$ cat config.mk
export PLATFORM = sky130hd
export DESIGN_NAME = sod_judge
export DESIGN_NICKNAME = d
export VERILOG_FILES = /design/src/rtl/sod_pkg.sv /design/src/rtl/sod_judge.sv
export SDC_FILE = /design/constraint.sdc
export NUM_CORES = 1
export LEC_CHECK = 0
export BUFFER_PORTS_ARGS = -buffer_cell sky130_fd_sc_hd__buf_4
export CORE_UTILIZATION = 55
export DETAILED_ROUTE_END_ITERATION = 10
export PLACE_DENSITY = 0.84
export SKIP_LAST_GASP = 1
export SLEW_MARGIN = 20
export SYNTH_ARGS = -nofsm -noshare
export SYNTH_HDL_FRONTEND = slang
export SYNTH_SLANG_ARGS = --single-unit
$ cat constraint.sdc
create_clock -name clk -period 4.7 [get_ports clk]
set_clock_uncertainty 0.05 [all_clocks]
set_input_delay 0.47 -clock clk [delete_from_list [all_inputs] [get_ports clk]]
set_output_delay 0.47 -clock clk [all_outputs]
set_load 0.005 [all_outputs]
$ cat src/rtl/sod_pkg.sv
// ----------------------------------------------------------------------------
// Stationary object detector package
// Shared constants, register indexes and types of the stationary object detector.
// ----------------------------------------------------------------------------
`timescale 1ns / 1ps

package sod_pkg;

	// Geometry defaults and fixed sizes.
	localparam int DEF_MAX_WIDTH  = 1024;
	localparam int DEF_MAX_HEIGHT = 512;
	localparam int HIST_FRAMES    = 5;
	localparam int AGREE_W        = 3;
	localparam int FRAMES_W       = 3;

	// Field and register widths.
	localparam int MASK_W   = 8;
	localparam int X_CFG_W  = 11;
	localparam int Y_CFG_W  = 10;
	localparam int COUNT_W  = 20;
	localparam int SUM_W    = COUNT_W + 1;
	localparam int RATIO_W  = 4;
	localparam int PROD_W   = COUNT_W + RATIO_W;
	localparam int CFG_IDX_W  = 3;
	localparam int CFG_DATA_W = 20;

	localparam logic [MASK_W-1:0] FG_VALUE = 8'hFF;

	// Output queue depth; also bounds the number of results in flight.
	localparam int FIFO_DEPTH = 5;

	localparam logic [COUNT_W-1:0]      COUNT_MAX = '1;
	localparam logic signed [SUM_W-1:0] SUM_MAX   = {1'b0, {(SUM_W-1){1'b1}}};
	localparam logic signed [SUM_W-1:0] SUM_MIN   = {1'b1, {(SUM_W-1){1'b0}}};

	// Register indexes of the configuration port.
	localparam logic [CFG_IDX_W-1:0] REG_ROI_X_MIN    = 3'd0;
	localparam logic [CFG_IDX_W-1:0] REG_ROI_X_MAX    = 3'd1;
	localparam logic [CFG_IDX_W-1:0] REG_ROI_Y_MIN    = 3'd2;
	localparam logic [CFG_IDX_W-1:0] REG_ROI_Y_MAX    = 3'd3;
	localparam logic [CFG_IDX_W-1:0] REG_FRAME_WIDTH  = 3'd4;
	localparam logic [CFG_IDX_W-1:0] REG_MIN_FG       = 3'd5;
	localparam logic [CFG_IDX_W-1:0] REG_RATIO_TENTHS = 3'd6;
	localparam logic [CFG_IDX_W-1:0] REG_MIN_AGREEING = 3'd7;

	typedef struct packed {
		logic [X_CFG_W-1:0]  roi_x_min;
		logic [X_CFG_W-1:0]  roi_x_max;
		logic [Y_CFG_W-1:0]  roi_y_min;
		logic [Y_CFG_W-1:0]  roi_y_max;
		logic [X_CFG_W-1:0]  frame_width;
		logic [COUNT_W-1:0]  min_foreground;
		logic [RATIO_W-1:0]  ratio_tenths;
		logic [AGREE_W-1:0]  min_agreeing;
	} cfg_t;

	// Per-pixel control bits leaving the raster stage.
	typedef struct packed {
		logic fg;
		logic eof;
		logic in_roi;
	} pix_ctl_t;

	// Frame totals handed to the evaluation stage at the end of a frame.
	typedef struct packed {
		logic                                valid;
		logic                                ready;
		logic [COUNT_W-1:0]                  count;
		logic [HIST_FRAMES-1:0][SUM_W-1:0]   sums;
	} snap_t;

	typedef struct packed {
		logic               object_present;
		logic [AGREE_W-1:0] agreeing_frames;
		logic               history_ready;
	} res_t;

endpackage

$ cat src/rtl/sod_judge.sv
// ----------------------------------------------------------------------------
// Frame evaluation
// Tests each past frame for agreement and decides on the object flag.
// ----------------------------------------------------------------------------
`timescale 1ns / 1ps

module sod_judge (
	input  logic                         clk,
	input  logic                         arst_n,
	input  sod_pkg::snap_t               snap,
	input  logic [sod_pkg::COUNT_W-1:0]  min_foreground,
	input  logic [sod_pkg::RATIO_W-1:0]  ratio_tenths,
	input  logic [sod_pkg::AGREE_W-1:0]  min_agreeing,
	output logic                         push,
	output sod_pkg::res_t                res
);
	import sod_pkg::*;

	logic                   valid_s3;
	logic                   ready_s3;
	logic                   cnt_ok_s3;
	logic [HIST_FRAMES-1:0] nonneg_s3;
	logic [PROD_W-1:0]      p10_s3 [HIST_FRAMES];
	logic [PROD_W-1:0]      pr_s3;
	logic                   object_flag_q;

	logic [AGREE_W-1:0]     agree;
	logic                   flag_nxt;

	always_ff @(posedge clk) begin
		if (snap.valid) begin
			ready_s3  <= snap.ready;
			cnt_ok_s3 <= (snap.count >= min_foreground);
			pr_s3     <= PROD_W'(ratio_tenths) * PROD_W'(snap.count);
			for (int k = 0; k < HIST_FRAMES; k++) begin
				nonneg_s3[k] <= !snap.sums[k][SUM_W-1];
				// Ten times the sum as a shift-and-add; only used when the sum is not negative.
				p10_s3[k] <= (PROD_W'(snap.sums[k][SUM_W-2:0]) << 3)
					+ (PROD_W'(snap.sums[k][SUM_W-2:0]) << 1);
			end
		end
	end

	always_comb begin
		agree = '0;
		for (int k = 0; k < HIST_FRAMES; k++) begin
			if (cnt_ok_s3 && nonneg_s3[k] && (p10_s3[k] > pr_s3)) begin
				agree = agree + AGREE_W'(1);
			end
		end
		flag_nxt = ready_s3 ? (agree >= min_agreeing) : object_flag_q;
	end

	always_ff @(posedge clk or negedge arst_n) begin
		if (!arst_n) begin
			valid_s3      <= 1'b0;
			object_flag_q <= 1'b0;
		end else begin
			valid_s3 <= snap.valid;
			if (valid_s3) begin
				object_flag_q <= flag_nxt;
			end
		end
	end

	assign push                = valid_s3;
	assign res.object_present  = flag_nxt;
	assign res.agreeing_frames = ready_s3 ? agree : '0;
	assign res.history_ready   = ready_s3;

endmodule

==> flow_metrics.tcl <==
set metrics [dict create \
    critPathLaunchType "flop" \
    min_path_type "input port to flop" \
    grt_usage_pct 27.71 \
    die_h_um 163.5 \
    drc 0 \
    finalInstanceArea_sq_um 17240 \
    finalWirelength_um 36860 \
    syn_area_sq_um 14350 \
    clock_path_buffers 2 \
    fmax_mhz 189.1 \
    period_needed_ps 5287 \
    start_util_pct 56.51 \
    post-dp-hpwl_um 28130 \
    synth_nets 1921 \
    hold_viol 0 \
    status "finished, violations left" \
    routabilityCongestion 0.9455 \
    rsz0062_at_grt "true" \
    critPathCaptureType "output port" \
    clk_latency_ps 440 \
    synth_edf_count 146 \
    fillerInstances 1887 \
    r2r_end "object_flag_q$_DFFE_PN0P_" \
    synth.most_common_cell "ha_1" \
    power.density_nw_per_um2 348.9 \
    multiInputGateArea_sq_um 9583 \
    synth_warnings 0 \
    cp_max_fo 2 \
    ios 162 \
    holdWs_ps 158.4 \
    clk_pin_slew_ps 70 \
    finish.utilization_pct 67.89 \
    via_count 12110 \
    rows 58 \
    async_reset_ff_share_pct 1.351 \
    rrSetupSlack_ps -50 \
    ys_top_cells_by_count "ha_1, edfxtp_1, inv_1" \
    power_leakage_nw 8.061 \
    gr-total-overflow 0 \
    syn_avg_cell_area_sq_um 9.804 \
    cts_htree_levels 4 \
    critPathArrivalTime_ps 4770 \
    setup_viol 4 \
    cts_tree "done" \
    ctsRootBufferMaster "clkbuf_16" \
    placed_area_sq_um 16290 \
    crit_type "flop to output port" \
    area_growth_syn_to_layout_pct 20.15 \
    ys_ff_latch 148 \
    antenna_cells 0 \
    synthTopCellsByArea "edfxtp_1, ha_1, fa_1, xnor2_1, a21oi_1" \
    violations "negative setup slack" \
    synth_area_leader_cell "edfxtp_1" \
    vias_per_cell 5.940 \
    die_area_sq_um 26750 \
    ys.flop_type "edfxtp_1" \
    ant_nets 0 \
    die_x_um 163.5 \
    finalPower_mw 6.016 \
    core_sq_um 25400 \
    place_ws_ps -138.5 \
    tightestPinTransition_ps 751.9 \
    r2r_start "p10_s3[0][36]$_DFFE_PP_" \
    r2r_cells 22 \
    vdd.ir_drop.worst_mv 0.3278 \
    synth_top_area_share_pct 30.55 \
    layout-drive-gt1-share_pct 18.49 \
    antenna_found_initial 1 \
    wl_per_cell_um 18.08 \
    maxCapViolations 0 \
    critPathLaunch "p10_s3[0][36]$_DFFE_PP_" \
    worst_slack_ps -587.1 \
    syn_inst 1464 \
    grt_pass1_vias 11880 \
    fin_nets 2153 \
    grt_pass1_wl_um 57650 \
    cts_sinks 148 \
    period_share_pct 112.5 \
    grt_max_degree 76 \
    dr.pass1.iters 6 \
    maxSlewViolCount 0 \
    io_buffers 161 \
    synth_cell_types 70 \
    crit_path_end "res[4]" \
    cts_made_buffers 17 \
    required_ps 4180 \
    seqCellArea_sq_um 4434 \
    yosysSeqAreaShare_pct 30.90 \
    drt-initial-drc-count 1024 \
    slew_headroom_pct 49.87 \
]
## critical path: stages, from the launching register on
cell and delay (ps):
edfxtp_1 440, ha_4 300, nand4_1 130, inv_1 90, a21oi_1 80, a21boi_1 190
o21ai_0 110, nand2_1 80, o211ai_1 180, a311oi_2 430, ha_4 190, inv_1 70
mux2i_4 210, ha_4 240, mux2_4 280, ha_4 220, mux2_4 290, ha_4 210
a21o_1 190, a21oi_2 160, a21oi_2 80, buf_4 140
## kinds of logic after synthesis
logic type,Yosys count,share of synthesized area (%)
compound gates,367,16.44
xor+xnor,100,6.198
fa+ha+maj,301,28.38
buf+inv,153,4.054
flops,148,30.90
mux,5,0.4010
simple gates,390,13.63
## state kept, by name (all words and copies together), names as in the netlist
name	count
p10_s3	115
object_flag_q	1
pr_s3	24
cnt_ok_s3	1
ready_s3	1
push	1
nonneg_s3	5
## layout by cell type, fill, tap and decap left out, types with 6 or more instances in the layout
master     count
o21a_1        33
nor2_1        82
ha_4           8
a21oi_2        7
a21o_1        57
nand2_1      116
and2_1        30
a21oi_1      122
xor2_1        17
a31oi_1       22
nand4_1       28
o211ai_1      12
ha_1         251
nor2b_1       24
xnor2_1       79
o21ai_1        7
nand2b_1      13
inv_2          7
fa_1          41
nand3_1       31
buf_4        218
and3_1        11
a211o_1        6
nor3_1        11
or3_1          7
clkbuf_16     17
a211oi_1      12
edfxtp_1     146
inv_1        136
o21ai_0       44
## layer usage
layer	wire length [um]	up-vias	GRT usage, %
met2	17630	494	47.23
met3	2433	88	4.215
met5	0	-	0
met4	1302	0	11.15
li1	-	5816	-
met1	15500	5714	35.07
## final cells by class
class	count	area share, %
Clock buffer	17	2.467
Timing Repair Buffer	223	9.810
Tap cell	330	2.394
Multi-Input combinational cell	1163	55.57
Sequential cell	148	25.71
Clock inverter	15	0.9288
Inverter	143	3.113
## metrics by stage
| step | setup TNS [ps] | std cells |
|---|---|---|
| after detailed placement | -171.1 | 1993 |
| after global placement | -99.17 | 1993 |
| final | -966.2 | 2039 |
| after CTS | -596.2 | 2041 |
| after floorplan | 0 | 1464 |
| after global routing | -1363 | 2039 |
## where the power goes
group	internal [mW]	switching [mW]
Combinational	1.26	1.52
Sequential	1.75	0.111
Clock	0.754	0.616
Total	3.77	2.25
## what timing repair did
item | CTS | global route
endpoints found under the setup margin | 3 | 4
resized for setup | 33 | 21
endpoints found under the hold margin | 2 | 0
setup buffers | 15 | 4
hold buffers | 1 | 0
pin swaps | 25 | 14
## how the worst min path moves through the flow
stage / slack, ps / endpoint / cells after the start / start
after floorplan: 120 / object_flag_q$_DFFE_PN0P_ / 0 / arst_n
after global placement: 200 / push$_DFF_PN0_ / 1 / arst_n
after detailed placement: 200 / object_flag_q$_DFFE_PN0P_ / 1 / arst_n
after CTS: 150 / ready_s3$_DFFE_PP_ / 1 / snap[125]
after global routing: 150 / ready_s3$_DFFE_PP_ / 1 / snap[125]
final: 160 / ready_s3$_DFFE_PP_ / 1 / snap[125]
No activity file was read; power rests on OpenSTA's default activity.
