[config.mk]
export PLATFORM = sky130hd
export DESIGN_NAME = sod_raster
export DESIGN_NICKNAME = d
export VERILOG_FILES = /design/src/rtl/sod_pkg.sv /design/src/rtl/sod_raster.sv
export SDC_FILE = /design/constraint.sdc
export NUM_CORES = 1
export LEC_CHECK = 0
export BUFFER_PORTS_ARGS = -buffer_cell sky130_fd_sc_hd__clkbuf_2
export CAP_MARGIN = 40
export CORE_MARGIN = 2
export CORE_UTILIZATION = 47
export DETAILED_ROUTE_END_ITERATION = 7
export GPL_TIMING_DRIVEN = 0
export MAX_ROUTING_LAYER = met4
export PLACE_DENSITY = 0.79
export SLEW_MARGIN = 20
export SYNTH_ARGS = -nofsm -noshare
export SYNTH_HDL_FRONTEND = slang
export SYNTH_SLANG_ARGS = --single-unit
[constraint.sdc]
create_clock -name clk -period 3.55 [get_ports clk]
set_clock_uncertainty 0.1 [all_clocks]
set_input_delay 1.065 -clock clk [delete_from_list [all_inputs] [get_ports clk]]
set_output_delay 1.065 -clock clk [all_outputs]
set_load 0.01 [all_outputs]
[src/rtl/sod_pkg.sv]
// ----------------------------------------------------------------------------
// Stationary object detector package
// Shared constants, register indexes and types of the stationary object detector.
// ----------------------------------------------------------------------------
`timescale 1ns / 1ps

package sod_pkg;

	// Geometry defaults and fixed sizes.
	localparam int DEF_MAX_WIDTH  = 1024;
	localparam int DEF_MAX_HEIGHT = 512;
	localparam int HIST_FRAMES    = 5;
	localparam int AGREE_W        = 3;
	localparam int FRAMES_W       = 3;

	// Field and register widths.
	localparam int MASK_W   = 8;
	localparam int X_CFG_W  = 11;
	localparam int Y_CFG_W  = 10;
	localparam int COUNT_W  = 20;
	localparam int SUM_W    = COUNT_W + 1;
	localparam int RATIO_W  = 4;
	localparam int PROD_W   = COUNT_W + RATIO_W;
	localparam int CFG_IDX_W  = 3;
	localparam int CFG_DATA_W = 20;

	localparam logic [MASK_W-1:0] FG_VALUE = 8'hFF;

	// Output queue depth; also bounds the number of results in flight.
	localparam int FIFO_DEPTH = 5;

	localparam logic [COUNT_W-1:0]      COUNT_MAX = '1;
	localparam logic signed [SUM_W-1:0] SUM_MAX   = {1'b0, {(SUM_W-1){1'b1}}};
	localparam logic signed [SUM_W-1:0] SUM_MIN   = {1'b1, {(SUM_W-1){1'b0}}};

	// Register indexes of the configuration port.
	localparam logic [CFG_IDX_W-1:0] REG_ROI_X_MIN    = 3'd0;
	localparam logic [CFG_IDX_W-1:0] REG_ROI_X_MAX    = 3'd1;
	localparam logic [CFG_IDX_W-1:0] REG_ROI_Y_MIN    = 3'd2;
	localparam logic [CFG_IDX_W-1:0] REG_ROI_Y_MAX    = 3'd3;
	localparam logic [CFG_IDX_W-1:0] REG_FRAME_WIDTH  = 3'd4;
	localparam logic [CFG_IDX_W-1:0] REG_MIN_FG       = 3'd5;
	localparam logic [CFG_IDX_W-1:0] REG_RATIO_TENTHS = 3'd6;
	localparam logic [CFG_IDX_W-1:0] REG_MIN_AGREEING = 3'd7;

	typedef struct packed {
		logic [X_CFG_W-1:0]  roi_x_min;
		logic [X_CFG_W-1:0]  roi_x_max;
		logic [Y_CFG_W-1:0]  roi_y_min;
		logic [Y_CFG_W-1:0]  roi_y_max;
		logic [X_CFG_W-1:0]  frame_width;
		logic [COUNT_W-1:0]  min_foreground;
		logic [RATIO_W-1:0]  ratio_tenths;
		logic [AGREE_W-1:0]  min_agreeing;
	} cfg_t;

	// Per-pixel control bits leaving the raster stage.
	typedef struct packed {
		logic fg;
		logic eof;
		logic in_roi;
	} pix_ctl_t;

	// Frame totals handed to the evaluation stage at the end of a frame.
	typedef struct packed {
		logic                                valid;
		logic                                ready;
		logic [COUNT_W-1:0]                  count;
		logic [HIST_FRAMES-1:0][SUM_W-1:0]   sums;
	} snap_t;

	typedef struct packed {
		logic               object_present;
		logic [AGREE_W-1:0] agreeing_frames;
		logic               history_ready;
	} res_t;

endpackage

[src/rtl/sod_raster.sv]
// ----------------------------------------------------------------------------
// Raster tracker
// Keeps the pixel position, forms the history address and the region test.
// ----------------------------------------------------------------------------
`timescale 1ns / 1ps

module sod_raster #(
	parameter int MAX_WIDTH  = sod_pkg::DEF_MAX_WIDTH,
	parameter int MAX_HEIGHT = sod_pkg::DEF_MAX_HEIGHT,
	parameter int COL_W      = $clog2(MAX_WIDTH),
	parameter int ROW_W      = $clog2(MAX_HEIGHT)
) (
	input  logic                        clk,
	input  logic                        arst_n,
	input  logic                        accept,
	input  logic [sod_pkg::MASK_W-1:0]  mask_value,
	input  logic                        end_of_frame,
	input  sod_pkg::cfg_t               cfg,
	output logic [COL_W+ROW_W-1:0]      addr,
	output sod_pkg::pix_ctl_t           ctl
);
	import sod_pkg::*;

	localparam int XW = (COL_W + 1 > X_CFG_W) ? COL_W + 1 : X_CFG_W;
	localparam int YW = (ROW_W + 1 > Y_CFG_W) ? ROW_W + 1 : Y_CFG_W;

	logic [COL_W-1:0] col_q;
	logic [ROW_W-1:0] row_q;
	logic [XW-1:0]    col_x, col_next_x;
	logic [YW-1:0]    row_y;
	logic             row_end;

	assign col_x      = XW'(col_q);
	assign col_next_x = col_x + XW'(1);
	assign row_y      = YW'(row_q);
	assign row_end    = (col_next_x >= XW'(cfg.frame_width))
		|| (col_q == COL_W'(MAX_WIDTH - 1));

	assign addr       = {row_q, col_q};
	assign ctl.fg     = (mask_value == FG_VALUE);
	assign ctl.eof    = end_of_frame;
	assign ctl.in_roi = (col_x >= XW'(cfg.roi_x_min)) && (col_x < XW'(cfg.roi_x_max))
		&& (row_y >= YW'(cfg.roi_y_min)) && (row_y < YW'(cfg.roi_y_max));

	always_ff @(posedge clk or negedge arst_n) begin
		if (!arst_n) begin
			col_q <= '0;
			row_q <= '0;
		end else if (accept) begin
			if (end_of_frame) begin
				col_q <= '0;
				row_q <= '0;
			end else if (row_end) begin
				col_q <= '0;
				if (row_q != ROW_W'(MAX_HEIGHT - 1)) begin
					row_q <= row_q + ROW_W'(1);
				end
			end else begin
				col_q <= col_q + COL_W'(1);
			end
		end
	end

endmodule

==> reports/qor.txt <==
Worst-skew pair later-pin latency = 0.26 ns
Pwr Total = 0.602 mW
I/O pin total = 114
Largest cells by area after synthesis = ha_1 (27%), dfrtp_1 (20%), inv_1 (9.0%), a21oi_1 (3.2%), o2bb2ai_1 (3.0%)
Crit. End Element = output port
Pwr Density = 203 mW/mm²
Routability congestion estimate = 0.804
Final ANT Viol Nets = 0
Die footprint = 0.00557 mm²
Worst-path fanout max = 2
Area grow syn2layout = 26.6%
Complex-gate fraction of the synthesized area = 21.2%
Post-synth top area share = 26.7%
Routed vias = 2303
Main synth FF type = dfrtp_1
Period utilization = 102%
Status = finished, violations left
Most numerous cell in the Yosys netlist = inv_1
Vias in the first global route = 2180
FF+latch count, synth = 19
CP arrival = 2.46 ns
Share of layout cells above drive strength 1 = 29.9%
Placed cell area = 0.00286 mm²
Cell row count = 25
Number of setup buffers added after CTS = 0
Port bufs = 86
Xor and xnor fraction of the mapped netlist area = 2.99%
Worst Hold Class = reg2reg
Post-route worst setup slack = -0.0735 ns
Largest family of logic cells by synthesized area = adder cells
Ys async rst share = 100%
Startpoint class of the critical path = input port
Pins Over Slew Limit = 0
Normalized max-slew margin = 64.4%
VDD IR max = 0.000128 V
Number of antenna violations at the first check in global routing = 0
Die height = 74.6 µm
Final Hold Fails = 0
Mapped Nets = 423
Largest area contributor in the netlist = ha_1
Drt pass-1 iters = 4
Starting DRT DRC Count = 72
CTS tree = yes
Core area = 0.00475 mm²
Most frequent cells after synthesis = inv_1 (56), ha_1 (50), dfrtp_1 (19)
Post-route cell area = 0.00297 mm²
Failing checks = setup timing
CTS root buffer = clkbuf_8
Synthesized area = 0.00234 mm²
Via density per instance = 5.26
RSZ-0062 raised after global routing = true
WL final = 5520 µm
Simple-gate share of the synthesized area = 17.0%
Post-Syn Instances = 281
Maximum level of the CTS H-tree = 1
Sequential share of the synthesized area = 20.3%
Synth Area in Adders = 26.7%
Global-route wire length before repair = 9400 µm
DRC = 0
Peak Freq = 276 MHz
Diode count = 0
Number of flops mapped to enable cells by yosys = 0
Min Tclk post-route = 3.62 ns
Syn Area/Cell = 8.34 µm²
Largest net degree at the start of global routing = 20
Critical path required time = 2.38 ns
Final #Nets = 514
Clock Sinks = 19
Post-DR wirelength/cell = 12.6 µm
Mux cell area share after synthesis = 0.854%
HPWL Detailed = 4470 µm
Maxcap violations = 0
Synth unique cells = 49
Total GRT Usage = 22.0%
# setup viols final = 1
Initial core utilization = 49.3%
P_leak = 1.79 nW
DIE WIDTH = 74.6 µm
GRT overflow = 0
Crit Path Class = in2out
Ys Warns = 0
Setup TNS = -0.0735 ns
Worst-case clock buffer depth = 2
Actual slew at the worst max-slew pin = 0.534 ns
CTS buffer count = 3
DP Worst Slack = -0.387 ns
WHS = 0.555 ns
Worst-path clk slew = 0.08 ns
[cell families (layout without fill, tap and decap cells)]
| kind of cell | Yosys count | count (layout) |
|---|---|---|
| buffers and inverters | 63 | 153 |
| xor gates and xnor gates | 8 | 8 |
| muxes | 2 | 2 |
| and+or+nand+nor | 71 | 71 |
| adders and majority gates | 50 | 50 |
| DFF | 19 | 19 |
| AOI/OAI and AO/OA | 68 | 68 |
[through the flow]
step,util [%],cells
after floorplan,-,281
after global placement,60.2,434
after detailed placement,60.2,434
after CTS,62.1,438
after global routing,62.4,438
final,62.4,438
[area by class of cell]
| cell class | count | area, µm² |
|---|---|---|
| buffer | 6 | 43.8 |
| timing repair buffer | 86 | 430 |
| inverter | 57 | 214 |
| tap | 67 | 83.8 |
| clock buffer | 3 | 41.3 |
| sequential | 19 | 475 |
| multi-input combinational | 199 | 1670 |
| fill | 448 | 1790 |
| clock inverter | 1 | 5.00 |
[power by group]
part           switching, mW  total, mW  leakage (nW)  internal (mW)
Clock                 0.0766      0.155        0.0255         0.0782
Sequential            0.0227      0.249         0.257          0.227
Combinational         0.0990      0.198          1.51         0.0995
Total                  0.198      0.602          1.79          0.404
[flip-flops by register name (all words and copies together), names as in the netlist]
| name | cells |
|---|---|
| col_q | 10 |
| row_q | 9 |
[critical path: stages]
cell and delay (ns):
clkbuf_2 0.09, inv_2 0.06, ha_4 0.19, a21o_1 0.16, a21oi_2 0.12, o21ai_1 0.09
a211oi_2 0.22, o221ai_2 0.15, nor4_2 0.14, buf_2 0.17
[layer usage]
metal,share of wire [%],up-vias,global-route usage (%)
li1,-,1176,-
met1,44,1060,25.6
met5,0,-,-
met4,0.80,0,2.98
met2,50,61,40.5
met3,5.0,6,3.88
[final timing paths]
check / depth (start not counted) / slack, ns / end / from
max: 10 / -0.07 / ctl[0] / cfg[66]
min: 1 / 0.55 / col_q[9]$_DFFE_PN0P_ / col_q[9]$_DFFE_PN0P_
max reg2reg: 12 / 0.36 / col_q[3]$_DFFE_PN0P_ / col_q[1]$_DFFE_PN0P_
min reg2reg: 1 / 0.55 / col_q[9]$_DFFE_PN0P_ / col_q[9]$_DFFE_PN0P_
max in group asynchronous: 1 / 2.37 / row_q[0]$_DFFE_PN0P_ / arst_n
min in group asynchronous: 1 / 0.64 / col_q[4]$_DFFE_PN0P_ / arst_n
[placed cells by master, fill, tap and decap left out, drive strengths merged, types with 2 or more instances in the layout]
cell type	Yosys	routed
clkbuf	1	89
ha	50	50
nand2b	5	5
o21bai	2	2
and3	6	6
nand3	9	9
buf	5	6
dfrtp	19	19
a31oi	5	5
o21ai	10	10
a211oi	3	3
a221o	2	2
o21a	2	2
nor4	2	2
a21boi	3	3
xnor2	4	4
xor2	4	4
nor2b	3	3
mux2i	2	2
o2bb2ai	9	9
nor3	6	6
nand4	5	5
nand2	14	14
o311ai	2	2
a21o	8	8
clkinv	1	2
inv	56	56
nor2	12	12
a211o	2	2
nand4b	2	2
a21oi	16	16
and4	4	4
[timing repair]
| action | in CTS | in global routing |
|---|---|---|
| resized for setup | 9 | 4 |
| setup endpoints to repair | 1 | 1 |
| hold buffers | 0 | 0 |
| pin swaps | 9 | 1 |
(Power assumes the default switching activity.)
