--- src/rtl/sod_pkg.sv ---
// ----------------------------------------------------------------------------
// Stationary object detector package
// Shared constants, register indexes and types of the stationary object detector.
// ----------------------------------------------------------------------------
`timescale 1ns / 1ps

package sod_pkg;

	// Geometry defaults and fixed sizes.
	localparam int DEF_MAX_WIDTH  = 1024;
	localparam int DEF_MAX_HEIGHT = 512;
	localparam int HIST_FRAMES    = 5;
	localparam int AGREE_W        = 3;
	localparam int FRAMES_W       = 3;

	// Field and register widths.
	localparam int MASK_W   = 8;
	localparam int X_CFG_W  = 11;
	localparam int Y_CFG_W  = 10;
	localparam int COUNT_W  = 20;
	localparam int SUM_W    = COUNT_W + 1;
	localparam int RATIO_W  = 4;
	localparam int PROD_W   = COUNT_W + RATIO_W;
	localparam int CFG_IDX_W  = 3;
	localparam int CFG_DATA_W = 20;

	localparam logic [MASK_W-1:0] FG_VALUE = 8'hFF;

	// Output queue depth; also bounds the number of results in flight.
	localparam int FIFO_DEPTH = 5;

	localparam logic [COUNT_W-1:0]      COUNT_MAX = '1;
	localparam logic signed [SUM_W-1:0] SUM_MAX   = {1'b0, {(SUM_W-1){1'b1}}};
	localparam logic signed [SUM_W-1:0] SUM_MIN   = {1'b1, {(SUM_W-1){1'b0}}};

	// Register indexes of the configuration port.
	localparam logic [CFG_IDX_W-1:0] REG_ROI_X_MIN    = 3'd0;
	localparam logic [CFG_IDX_W-1:0] REG_ROI_X_MAX    = 3'd1;
	localparam logic [CFG_IDX_W-1:0] REG_ROI_Y_MIN    = 3'd2;
	localparam logic [CFG_IDX_W-1:0] REG_ROI_Y_MAX    = 3'd3;
	localparam logic [CFG_IDX_W-1:0] REG_FRAME_WIDTH  = 3'd4;
	localparam logic [CFG_IDX_W-1:0] REG_MIN_FG       = 3'd5;
	localparam logic [CFG_IDX_W-1:0] REG_RATIO_TENTHS = 3'd6;
	localparam logic [CFG_IDX_W-1:0] REG_MIN_AGREEING = 3'd7;

	typedef struct packed {
		logic [X_CFG_W-1:0]  roi_x_min;
		logic [X_CFG_W-1:0]  roi_x_max;
		logic [Y_CFG_W-1:0]  roi_y_min;
		logic [Y_CFG_W-1:0]  roi_y_max;
		logic [X_CFG_W-1:0]  frame_width;
		logic [COUNT_W-1:0]  min_foreground;
		logic [RATIO_W-1:0]  ratio_tenths;
		logic [AGREE_W-1:0]  min_agreeing;
	} cfg_t;

	// Per-pixel control bits leaving the raster stage.
	typedef struct packed {
		logic fg;
		logic eof;
		logic in_roi;
	} pix_ctl_t;

	// Frame totals handed to the evaluation stage at the end of a frame.
	typedef struct packed {
		logic                                valid;
		logic                                ready;
		logic [COUNT_W-1:0]                  count;
		logic [HIST_FRAMES-1:0][SUM_W-1:0]   sums;
	} snap_t;

	typedef struct packed {
		logic               object_present;
		logic [AGREE_W-1:0] agreeing_frames;
		logic               history_ready;
	} res_t;

endpackage

--- src/rtl/sod_result_fifo.sv ---
// ----------------------------------------------------------------------------
// Result queue
// Small first-in first-out buffer between the evaluation and the result port.
// ----------------------------------------------------------------------------
`timescale 1ns / 1ps

module sod_result_fifo (
	input  logic           clk,
	input  logic           arst_n,
	input  logic           push,
	input  sod_pkg::res_t  push_data,
	input  logic           pop,
	output logic           not_empty,
	output sod_pkg::res_t  head
);
	import sod_pkg::*;

	localparam int PTR_W = $clog2(FIFO_DEPTH);
	localparam int CNT_W = $clog2(FIFO_DEPTH + 1);

	res_t             buf_q [FIFO_DEPTH];
	logic [PTR_W-1:0] wr_ptr_q, rd_ptr_q;
	logic [CNT_W-1:0] fill_q;

	always_ff @(posedge clk) begin
		if (push) begin
			buf_q[wr_ptr_q] <= push_data;
		end
	end

	always_ff @(posedge clk or negedge arst_n) begin
		if (!arst_n) begin
			wr_ptr_q <= '0;
			rd_ptr_q <= '0;
			fill_q   <= '0;
		end else begin
			if (push) begin
				wr_ptr_q <= (wr_ptr_q == PTR_W'(FIFO_DEPTH - 1)) ? '0 : wr_ptr_q + PTR_W'(1);
			end
			if (pop) begin
				rd_ptr_q <= (rd_ptr_q == PTR_W'(FIFO_DEPTH - 1)) ? '0 : rd_ptr_q + PTR_W'(1);
			end
			if (push && !pop) begin
				fill_q <= fill_q + CNT_W'(1);
			end else if (pop && !push) begin
				fill_q <= fill_q - CNT_W'(1);
			end
		end
	end

	assign not_empty = (fill_q != '0);
	assign head      = buf_q[rd_ptr_q];

endmodule

--- config.mk ---
export PLATFORM = sky130hd
export DESIGN_NAME = sod_result_fifo
export DESIGN_NICKNAME = d
export VERILOG_FILES = /design/src/rtl/sod_pkg.sv /design/src/rtl/sod_result_fifo.sv
export SDC_FILE = /design/constraint.sdc
export NUM_CORES = 1
export LEC_CHECK = 0
export BUFFER_PORTS_ARGS = -buffer_cell sky130_fd_sc_hd__clkbuf_2
export CORE_UTILIZATION = 40
export CTS_BUF_LIST = sky130_fd_sc_hd__clkbuf_8
export DETAILED_ROUTE_END_ITERATION = 6
export SYNTH_ARGS = -nofsm -noshare
export SYNTH_HDL_FRONTEND = slang
export SYNTH_SLANG_ARGS = --single-unit
--- constraint.sdc ---
create_clock -name clk -period 2.5 [get_ports clk]
set_input_delay 0.125 -clock clk [delete_from_list [all_inputs] [get_ports clk]]
set_output_delay 0.125 -clock clk [all_outputs]
set_load 0.05 [all_outputs]
==> summary.txt, run 1 <==
Run status
  – Status: complete, no violations

Floorplan
  – Num ports: 15
  – Die X: 63.5 um
  – Initial core utilization: 43.6%
  – Die H: 63.5 um
  – Core ar.: 0.00347 mm2
  – Cell row count: 21
  – Die ar.: 0.00403 mm2

Finish
  – Layout cells sized above 1: 24.8%
  – Seq. cell area: 976 um2
  – Design area: 0.00171 mm2
  – N_diodes: 0
  – Non-Filler Instances: 175
  – Nets: 143
  – Area Overhead vs Synth: 12.9%
  – Multi-input gate area: 457 um2
  – Fill cells: 321

CTS
  – Worst skew pair latency: 0.29 ns
  – Num CTS Buffers: 5
  – Maximum root-to-sink buffer count: 2
  – CTS tree: done
  – Clk slew on worst S/H paths: 0.07 ns
  – H-tree levels: 2
  – Clock sinks: 34
  – Clk root buf: clkbuf_8
  – Setup bufs post-CTS: 0

Setup path
  – CP max stage cell: dfrtp_1
  – FF-to-FF path depth: 4
  – WP data arrival: 1.91 ns
  – CP Launch Type: flop
  – Critical path, cell by cell: and2b_2 -> a211oi_1 -> a221oi_1 -> clkbuf_2
  – Crit. End Element: output port
  – CP Max Fanout: 19
  – CP Class: reg2out
  – R2r startpoint: rd_ptr_q[0]$_DFFE_PN0P_
  – R2r setup slk: 0.98 ns
  – Critical R2R Capture: rd_ptr_q[0]$_DFFE_PN0P_
  – CP max stage delay: 0.61 ns
  – Critical Path RT: 2.38 ns

Logic synthesis
  – Post-synth top cells: edfxtp_1, inv_1, dfrtp_1, nand2_1, o21ai_0
  – Yosys top cell by area: edfxtp_1
  – Syn Area/Cell: 14.1 um2
  – Ys flop type: edfxtp_1
  – Number of synthesized flops with an enable pin: 25
  – Most frequent cell after synthesis: edfxtp_1
  – Ys Warns: 0
  – Synth area leaders: edfxtp_1, dfrtp_1, ha_1
  – Seq/Total Area, Yosys: 64.5%
  – Yosys reg bits: 34
  – FFs w/ async S/R, synth: 26.5%
  – Post-Syn Area: 0.00151 mm2
  – Synth Instances: 107
  – Synth unique cells: 26
  – Yosys top cell area share: 49.6%
  – Syn Nets: 122

Timing
  – Relative slew slack: 50.1%
  – RSZ-0062 raised after global routing: no
  – Final Skew: 0.00665 ns
  – Final hold vios: 0
  – Fmax achieved: 492 MHz
  – Final slew viol count: 0
  – Final worst-path cycle share: 81.3%
  – Setup TNS: 0 ns
  – Least-Margin Pin Slew: 0.743 ns
  – Fin crit period: 2.03 ns
  – Setup Viol. Count Final: 0

Run
  – Max Cap Viol: 0

Drt
  – Iteration-0 DRC Markers: 34
  – Vias/cell: 4.93
  – Drt drc: 0
  – Wire per inst: 14.2 um
  – Via Count: 863
  – 1st-pass router iterations: 4
  – Post-DRT Antenna Nets: 0
  – WL final: 2.49 mm

Min path
  – Hold Path Origin: push_data[0]
  – Hold Crit Class: in2reg
  – Hold depth: 1
  – Hold Path End: buf_q[3][0]$_DFFE_PP_

Placed design
  – Placed cells: 166
  – DPL Wire Length: 1.67 mm
  – Port buffer count: 14
  – Gp weighted congestion: 0.732
  – Post-Place Cell Area: 0.00162 mm2

Global routing
  – Grt total ovfl: 0
  – First-pass GRT wire length: 4.15 mm
  – Initial antenna violation count: 0
  – Number of global-route vias before repair: 842
  – Total track usage: 14.8%
  – Largest net degree at the start of global routing: 20

Pwr
  – Overall Power: 2040 uW
  – Leakage Power: 0.000688 uW
  – P_sw: 844 uW
  – Clock power frac: 18.4%
  – Combinational share of power: 38.6%
  – Power density cells: 1190 mW/mm2
  – Sw frac: 41.4%
  – Power share of the sequential group: 43.0%
  – Pint: 1200 uW
  – Max VDD drop: 0.545 mV
through the flow:
step / hold slack, ns / setup WS (ns) / utilization, %
finish: 0.0726 / 0.469 / 49.2
global route: 0.0612 / 0.317 / 49.2
CTS: 0.0568 / 0.462 / 49.2
detailed placement: 0.00523 / 0.796 / 46.6
global placement: -0.00176 / 0.826 / 46.6
floorplan: -0.171 / 0.442 / -
flip-flops by register name, summed over array words and instances, names as in the netlist:
register,count
buf_q,25
rd_ptr_q,3
fill_q,3
wr_ptr_q,3
critical path: cells and delay by family (launching register included):
kind / cells / cell delay [ns]
flops: 1 / 0.61
simple gates: 1 / 0.32
buf+inv: 1 / 0.34
compound gates: 2 / 0.35
worst max path at each step:
stage                                  startpoint       to  slack [ns]  depth (start not counted)
after floorplan           rd_ptr_q[0]$_DFFE_PN0P_  head[0]        0.44                          4
after global placement    rd_ptr_q[0]$_DFFE_PN0P_  head[1]        0.83                          4
after detailed placement  rd_ptr_q[0]$_DFFE_PN0P_  head[4]        0.80                          4
after CTS                 rd_ptr_q[0]$_DFFE_PN0P_  head[1]        0.46                          4
after global routing      rd_ptr_q[0]$_DFFE_PN0P_  head[1]        0.32                          4
final                     rd_ptr_q[0]$_DFFE_PN0P_  head[1]        0.47                          4
per-layer routing:
| layer | GRT usage (%) | routed length, um | up-vias |
|---|---|---|---|
| li1 | - | - | 427 |
| met2 | 22.5 | 1140 | 14 |
| met4 | 6.82 | 34 | 0 |
| met1 | 18.4 | 1220 | 418 |
| met3 | 5.98 | 96 | 4 |
| met5 | 0 | 0 | - |
power groups by stage:
| stage | Sequential, uW | Clock (uW) | Combinational (uW) |
|---|---|---|---|
| 2_1_floorplan | 816 | 0 | 701 |
| 3_3_place_gp | 880 | 0 | 774 |
| 3_5_place_dp | 889 | 0 | 793 |
| 4_1_cts | 878 | 388 | 797 |
| 5_1_grt | 901 | 411 | 860 |
| 6_report | 878 | 375 | 786 |
final cells by class:
class | instances | share of cell area [%]
Inverter | 11 | 2.42
Multi-Input combinational cell | 59 | 26.7
Timing Repair Buffer | 17 | 5.57
Sequential cell | 34 | 57.1
Tap cell | 46 | 3.37
Clock buffer | 5 | 4.03
Clock inverter | 3 | 0.733
what timing repair did:
item / in CTS / in global routing
hold endpoints to repair: 9 / 0
gates resized for setup: 0 / 0
hold buffers: 1 / 0
cell families after synthesis:
group	count (synthesis)	synth area share [%]
buffers and inverters	14	5.29
flip-flops	34	64.5
AO/OA/AOI/OAI	19	9.59
XOR/XNOR	3	1.74
multiplexers	6	4.05
adder cells (fa/ha/maj)	6	5.46
AND/OR/NAND/NOR	25	9.35
cell usage in the layout, fill, tap and decap left out, types with 2 or more instances in the layout:
cell type / synthesis / layout
buf_4: 1 / 2
clkbuf_8: 0 / 5
nand2_1: 9 / 9
edfxtp_1: 25 / 25
nor2_1: 4 / 4
inv_1: 11 / 12
mux2i_1: 5 / 5
ha_1: 5 / 5
a211oi_1: 6 / 6
nor3_1: 2 / 2
a221oi_1: 3 / 3
xor2_1: 2 / 2
o21ai_0: 7 / 7
dfrtp_1: 9 / 9
and2b_2: 5 / 5
clkbuf_2: 0 / 14
a221oi_2: 2 / 2
Note: power is estimated with default switching activity, not from simulation.
==> run 2, diff against run 1 <==
==> constraint.sdc (replaced) <==
create_clock -name clk -period 1.9 [get_ports clk]
set_input_delay 0.095 -clock clk [delete_from_list [all_inputs] [get_ports clk]]
set_output_delay 0.095 -clock clk [all_outputs]
set_load 0.05 [all_outputs]
==> summary.txt, run 2 (synthesis gave the netlist of run 1 again) <==
Run status
  – Status: complete, no violations

Setup path
  – CP Launch Type: flop
  – Critical Path RT: 1.80 ns (-0.58 ns)
  – Crit. End Element: output port
  – R2r setup slk: 0.50 ns (-0.48 ns)
  – CP Class: reg2out
  – CP Max Fanout: 19 (unchanged)
  – WP data arrival: 1.67 ns (-0.24 ns)
  – CP max stage cell: dfrtp_2
  – CP max stage delay: 0.57 ns (-0.04 ns)
  – Critical path, cell by cell: and2b_2 -> a211oi_1 -> a221oi_2 -> clkbuf_2

Placed design
  – DPL Wire Length: 1.73 mm (+3.5%)
  – Port buffer count: 14 (unchanged)
  – Worst slack, placed: 0.237 ns (-0.559 ns)
  – Gp weighted congestion: 0.711 (-2.8%)

Drt
  – WL final: 2.38 mm (-4.7%)
  – Drt drc: 0 (unchanged)
  – Wire per inst: 13.4 um (-5.7%)
  – Vias/cell: 4.94 (+0.24%)
  – 1st-pass router iterations: 5 (+1)
  – Via Count: 875 (+1.4%)
  – Iteration-0 DRC Markers: 51 (+50%)
  – Post-DRT Antenna Nets: 0 (unchanged)

Timing
  – Least-Margin Pin Slew: 0.554 ns (-0.189 ns)
  – Setup Viol. Count Final: 0 (unchanged)
  – Fin crit period: 1.76 ns
  – RSZ-0062 raised after global routing: no
  – Fmax achieved: 568 MHz
  – Final worst-path cycle share: 92.7%
  – Final worst setup slack: 0.138 ns (-0.330 ns)
  – Setup TNS: 0 ns (unchanged)
  – Relative slew slack: 62.9% (+13 points)
  – Final slew viol count: 0 (unchanged)
  – Final hold vios: 0 (unchanged)
  – Final Skew: 0.00598 ns (-0.000675 ns)

Pwr
  – Max VDD drop: 0.654 mV (+20%)
  – Overall Power: 2720 uW (+34%)
  – Leakage Power: 0.000706 uW (+2.5%)
  – Power density cells: 1560 mW/mm2 (+31%)

CTS
  – Worst skew pair latency: 0.28 ns (about the same)
  – H-tree levels: 2 (unchanged)
  – CTS tree: done
  – Maximum root-to-sink buffer count: 2 (unchanged)
  – Clk slew on worst S/H paths: 0.07 ns (about the same)
  – Num CTS Buffers: 5 (unchanged)
  – Clk root buf: clkbuf_8
  – Clock sinks: 34 (unchanged)
  – Setup bufs post-CTS: 0 (unchanged)

Finish
  – Largest reg by FF count: buf_q
  – Final cell utilization of the core: 50.4% (+1.2 points)
  – Layout cells sized above 1: 30.5% (+5.7 points)
  – Commonest non-fill, non-tap cell in the layout: edfxtp_1
  – Fill cells: 302 (-5.9%)
  – Most frequent cells in the layout: edfxtp_1, clkbuf_2, inv_1
  – Max reg flops: 25 (unchanged)
  – N_diodes: 0 (unchanged)
  – Area Overhead vs Synth: 15.6%
  – Nets: 146 (+2.1%)

Floorplan
  – Initial core utilization: 43.6% (unchanged)
  – Cell row count: 21 (unchanged)
  – Num ports: 15 (unchanged)
  – Core ar.: 0.00347 mm2 (unchanged)
  – Die ar.: 0.00403 mm2 (unchanged)
  – Die H: 63.5 um (unchanged)
  – Die X: 63.5 um (unchanged)

Global routing
  – Number of global-route vias before repair: 809 (-3.9%)
  – First-pass GRT wire length: 3.92 mm (-5.6%)
  – Grt total ovfl: 0 (unchanged)
  – Initial antenna violation count: 0 (unchanged)
  – Largest net degree at the start of global routing: 20 (unchanged)
  – Total track usage: 13.6% (-1.2 points)

Min path
  – Hold Crit Class: in2reg

Run
  – Max Cap Viol: 0 (unchanged)
==> run 2: final cells by class <==
type                    instances  area, um2  share of cell area [%]
repair buffers                 20        118                    6.73
clock buffers                   5       68.8                    3.94
inverters                      11       41.3                    2.36
flip-flops and latches         34        977                    55.9
well taps                      46       57.6                    3.29
clock inverters                 2       10.0                   0.573
multi-input cells              59        475                    27.2
==> run 2: metal layers <==
metal  up-vias  GRT usage (%)  share of wire, %  wire (um)
met5         -              0                 0          0
met4         0           6.82               1.3         31
met3         4           5.98               5.1        120
met2        16           19.9                48       1130
met1       423           17.0                46       1090
li1        432              -                 -          -
==> run 2: power breakdown <==
group	internal (uW)	leakage, uW	switching (uW)
Combinational	392	0.000325	709
Clock	245	0.0000438	241
Sequential	977	0.000336	160
Total	1610	0.000706	1110
==> run 2: critical path, delay by kind of cell, from the launching register on <==
family | cells | cell delay, ns
buffers and inverters | 1 | 0.27
DFF | 1 | 0.57
AOI/OAI and AO/OA | 2 | 0.28
and+or+nand+nor | 1 | 0.26
==> run 2: path summary, 6_finish.rpt <==
check / from / to / cells past startpoint
worst min-delay path: push_data[2] / buf_q[3][2]$_DFFE_PP_ / 1
worst max register to register: wr_ptr_q[1]$_DFFE_PN0P_ / buf_q[0][2]$_DFFE_PP_ / 4
worst max-delay path: rd_ptr_q[0]$_DFFE_PN0P_ / head[4] / 4
worst min register to register: fill_q[2]$_DFFE_PN0P_ / fill_q[2]$_DFFE_PN0P_ / 1
min in group asynchronous: arst_n / rd_ptr_q[2]$_DFFE_PN0P_ / 2
max in group asynchronous: arst_n / rd_ptr_q[0]$_DFFE_PN0P_ / 2
==> run 2: timing repair <==
item / in CTS / in global routing
endpoints found under the hold margin: 9 / 0
hold buffers: 1 / 0
resized for setup: 1 / 0
setup endpoints to repair: 5 / 0
==> run 2: metrics by stage <==
stage          hold slack (ns)  cells  cell area [um2]
2_1_floorplan           -0.201    107             1530
3_3_place_gp           -0.0332    169             1660
3_5_place_dp           -0.0319    169             1660
4_1_cts                 0.0390    177             1750
5_1_grt                 0.0473    177             1750
6_report                0.0470    177             1750
==> run 3, diff against run 2 <==
--- a/config.mk
+++ b/config.mk
@@ -9,6 +9,7 @@
 export CORE_UTILIZATION = 40
 export CTS_BUF_LIST = sky130_fd_sc_hd__clkbuf_8
 export DETAILED_ROUTE_END_ITERATION = 6
+export REMOVE_ABC_BUFFERS = 1
 export SYNTH_ARGS = -nofsm -noshare
 export SYNTH_HDL_FRONTEND = slang
 export SYNTH_SLANG_ARGS = --single-unit
==> summary.txt, run 3 (synthesis gave the netlist of run 1 again) <==
Timing
  – Final worst-path cycle share: 95.0% (+2.3 points)
  – Setup TNS: 0 ns (unchanged)
  – Setup Viol. Count Final: 0 (unchanged)
  – Final slew viol count: 0 (unchanged)
  – Fin crit period: 1.81 ns (+0.0433 ns)
  – Least-Margin Pin Slew: 0.488 ns (-0.0655 ns)
  – Fmax achieved: 554 MHz (-2.4%)
  – Relative slew slack: 67.3% (+4.4 points)
  – RSZ-0062 raised after global routing: no
  – Final hold vios: 0 (unchanged)
  – Final Skew: 0.00603 ns (+0.0000506 ns)

Pwr
  – Leakage Power: 0.000707 uW (+0.18%)
  – Max VDD drop: 0.650 mV (-0.64%)
  – Overall Power: 2820 uW (+3.4%)
  – Power density cells: 1610 mW/mm2 (+3.1%)

Setup path
  – R2r setup slk: 0.53 ns (+0.03 ns)
  – CP Max Fanout: 19 (unchanged)
  – R2r startpoint: fill_q[0]$_DFFE_PN0P_
  – Crit. End Element: output port
  – WP data arrival: 1.71 ns (+0.04 ns)
  – CP Launch Type: flop
  – Crit path launch: rd_ptr_q[0]$_DFFE_PN0P_
  – Critical Path RT: 1.80 ns (about the same)
  – CP Class: reg2out

Global routing
  – Largest net degree at the start of global routing: 20 (unchanged)
  – Number of global-route vias before repair: 906 (+12%)
  – Initial antenna violation count: 0 (unchanged)
  – Total track usage: 14.6% (+1.0 points)
  – First-pass GRT wire length: 4.29 mm (+9.5%)
  – Grt total ovfl: 0 (unchanged)

Drt
  – Vias/cell: 4.89 (-1.0%)
  – Wire per inst: 13.6 um (+1.6%)
  – 1st-pass router iterations: 4 (-1)
  – Post-DRT Antenna Nets: 0 (unchanged)
  – WL final: 2.41 mm (+1.6%)
  – Iteration-0 DRC Markers: 22 (-57%)
  – Via Count: 866 (-1.0%)
  – Drt drc: 0 (unchanged)

Run status
  – Status: complete, no violations

Finish
  – Most frequent cells in the layout: edfxtp_1, clkbuf_2, inv_1
  – Max reg flops: 25 (unchanged)
  – Area Overhead vs Synth: 15.9%
  – Nets: 145 (-0.68%)
  – Layout cells sized above 1: 28.2% (-2.3 points)
  – Commonest non-fill, non-tap cell in the layout: edfxtp_1
  – Largest reg by FF count: buf_q
  – Final cell utilization of the core: 50.5% (+0.14 points)
  – N_diodes: 0 (unchanged)

Placed design
  – DPL Wire Length: 1.76 mm (+1.3%)
  – Port buffer count: 14 (unchanged)
  – Gp weighted congestion: 0.661 (-7.0%)

CTS
  – Worst skew pair latency: 0.28 ns (about the same)
  – Clk root buf: clkbuf_8
  – H-tree levels: 2 (unchanged)
  – CTS tree: done
  – Clk slew on worst S/H paths: 0.07 ns (about the same)
  – Maximum root-to-sink buffer count: 2 (unchanged)
  – Setup bufs post-CTS: 0 (unchanged)
  – Clock sinks: 34 (unchanged)
  – Num CTS Buffers: 5 (unchanged)

Run
  – Max Cap Viol: 0 (unchanged)

Floorplan
  – Cell row count: 21 (unchanged)
  – Core ar.: 0.00347 mm2 (unchanged)
  – Die ar.: 0.00403 mm2 (unchanged)
  – Die X: 63.5 um (unchanged)
  – Initial core utilization: 43.6% (unchanged)
  – Num ports: 15 (unchanged)
  – Die H: 63.5 um (unchanged)

Min path
  – Hold Crit Class: in2reg
  – Hold Path Origin: push_data[1]
-- run 3: worst max-delay path: stages (launching register included) --
cell,delay (ns)
dfrtp_2,0.54
and2b_2,0.26
a211oi_1,0.04
a221oi_1,0.26
clkbuf_2,0.33
-- run 3: what timing repair did --
action                     CTS  global route
hold buffers                 1             0
resized for setup            1             2
setup endpoints to repair    5             4
hold endpoints to repair     9             0
-- run 3: final timing paths --
check,end,depth (start not counted)
max in group asynchronous,rd_ptr_q[2]$_DFFE_PN0P_,2
min reg2reg,fill_q[2]$_DFFE_PN0P_,1
min,buf_q[0][1]$_DFFE_PP_,1
min in group asynchronous,rd_ptr_q[0]$_DFFE_PN0P_,2
max reg2reg,fill_q[2]$_DFFE_PN0P_,4
max,head[1],4
-- run 3: metrics by stage --
step / instances / hold slack, ns / worst slack (ns) / cell area, um2
3_5_place_dp: 168 / -0.0303 / 0.215 / 1630
6_report: 177 / 0.0465 / 0.0949 / 1750
3_3_place_gp: 168 / -0.0315 / 0.291 / 1630
2_1_floorplan: 104 / -0.201 / -0.265 / 1470
4_1_cts: 177 / 0.0500 / 0.00241 / 1750
5_1_grt: 177 / 0.0577 / 0.0193 / 1750
-- run 3: final cells by class --
cell class	instances	area (um2)
Clock inverter	3	37.5
Tap cell	46	57.6
Multi-Input combinational cell	59	459
Inverter	11	41.3
Timing Repair Buffer	19	110
Clock buffer	5	68.8
Fill cell	331	1720
Sequential cell	34	978
-- run 3: metal layers --
metal | global-route usage [%] | up-vias | wire (um) | part of all wire (%)
met5 | 0 | - | 0 | 0
met4 | 8.52 | 0 | 55 | 2.3
met3 | 3.26 | 7 | 65 | 2.7
met2 | 23.4 | 12 | 1170 | 48
met1 | 18.0 | 415 | 1130 | 47
li1 | - | 432 | - | -
-- run 3: where the power goes --
part,switching (uW),internal [uW],total [uW]
logic,668,362,1030
registers,187,979,1170
clock network,240,381,621
total,1090,1720,2820
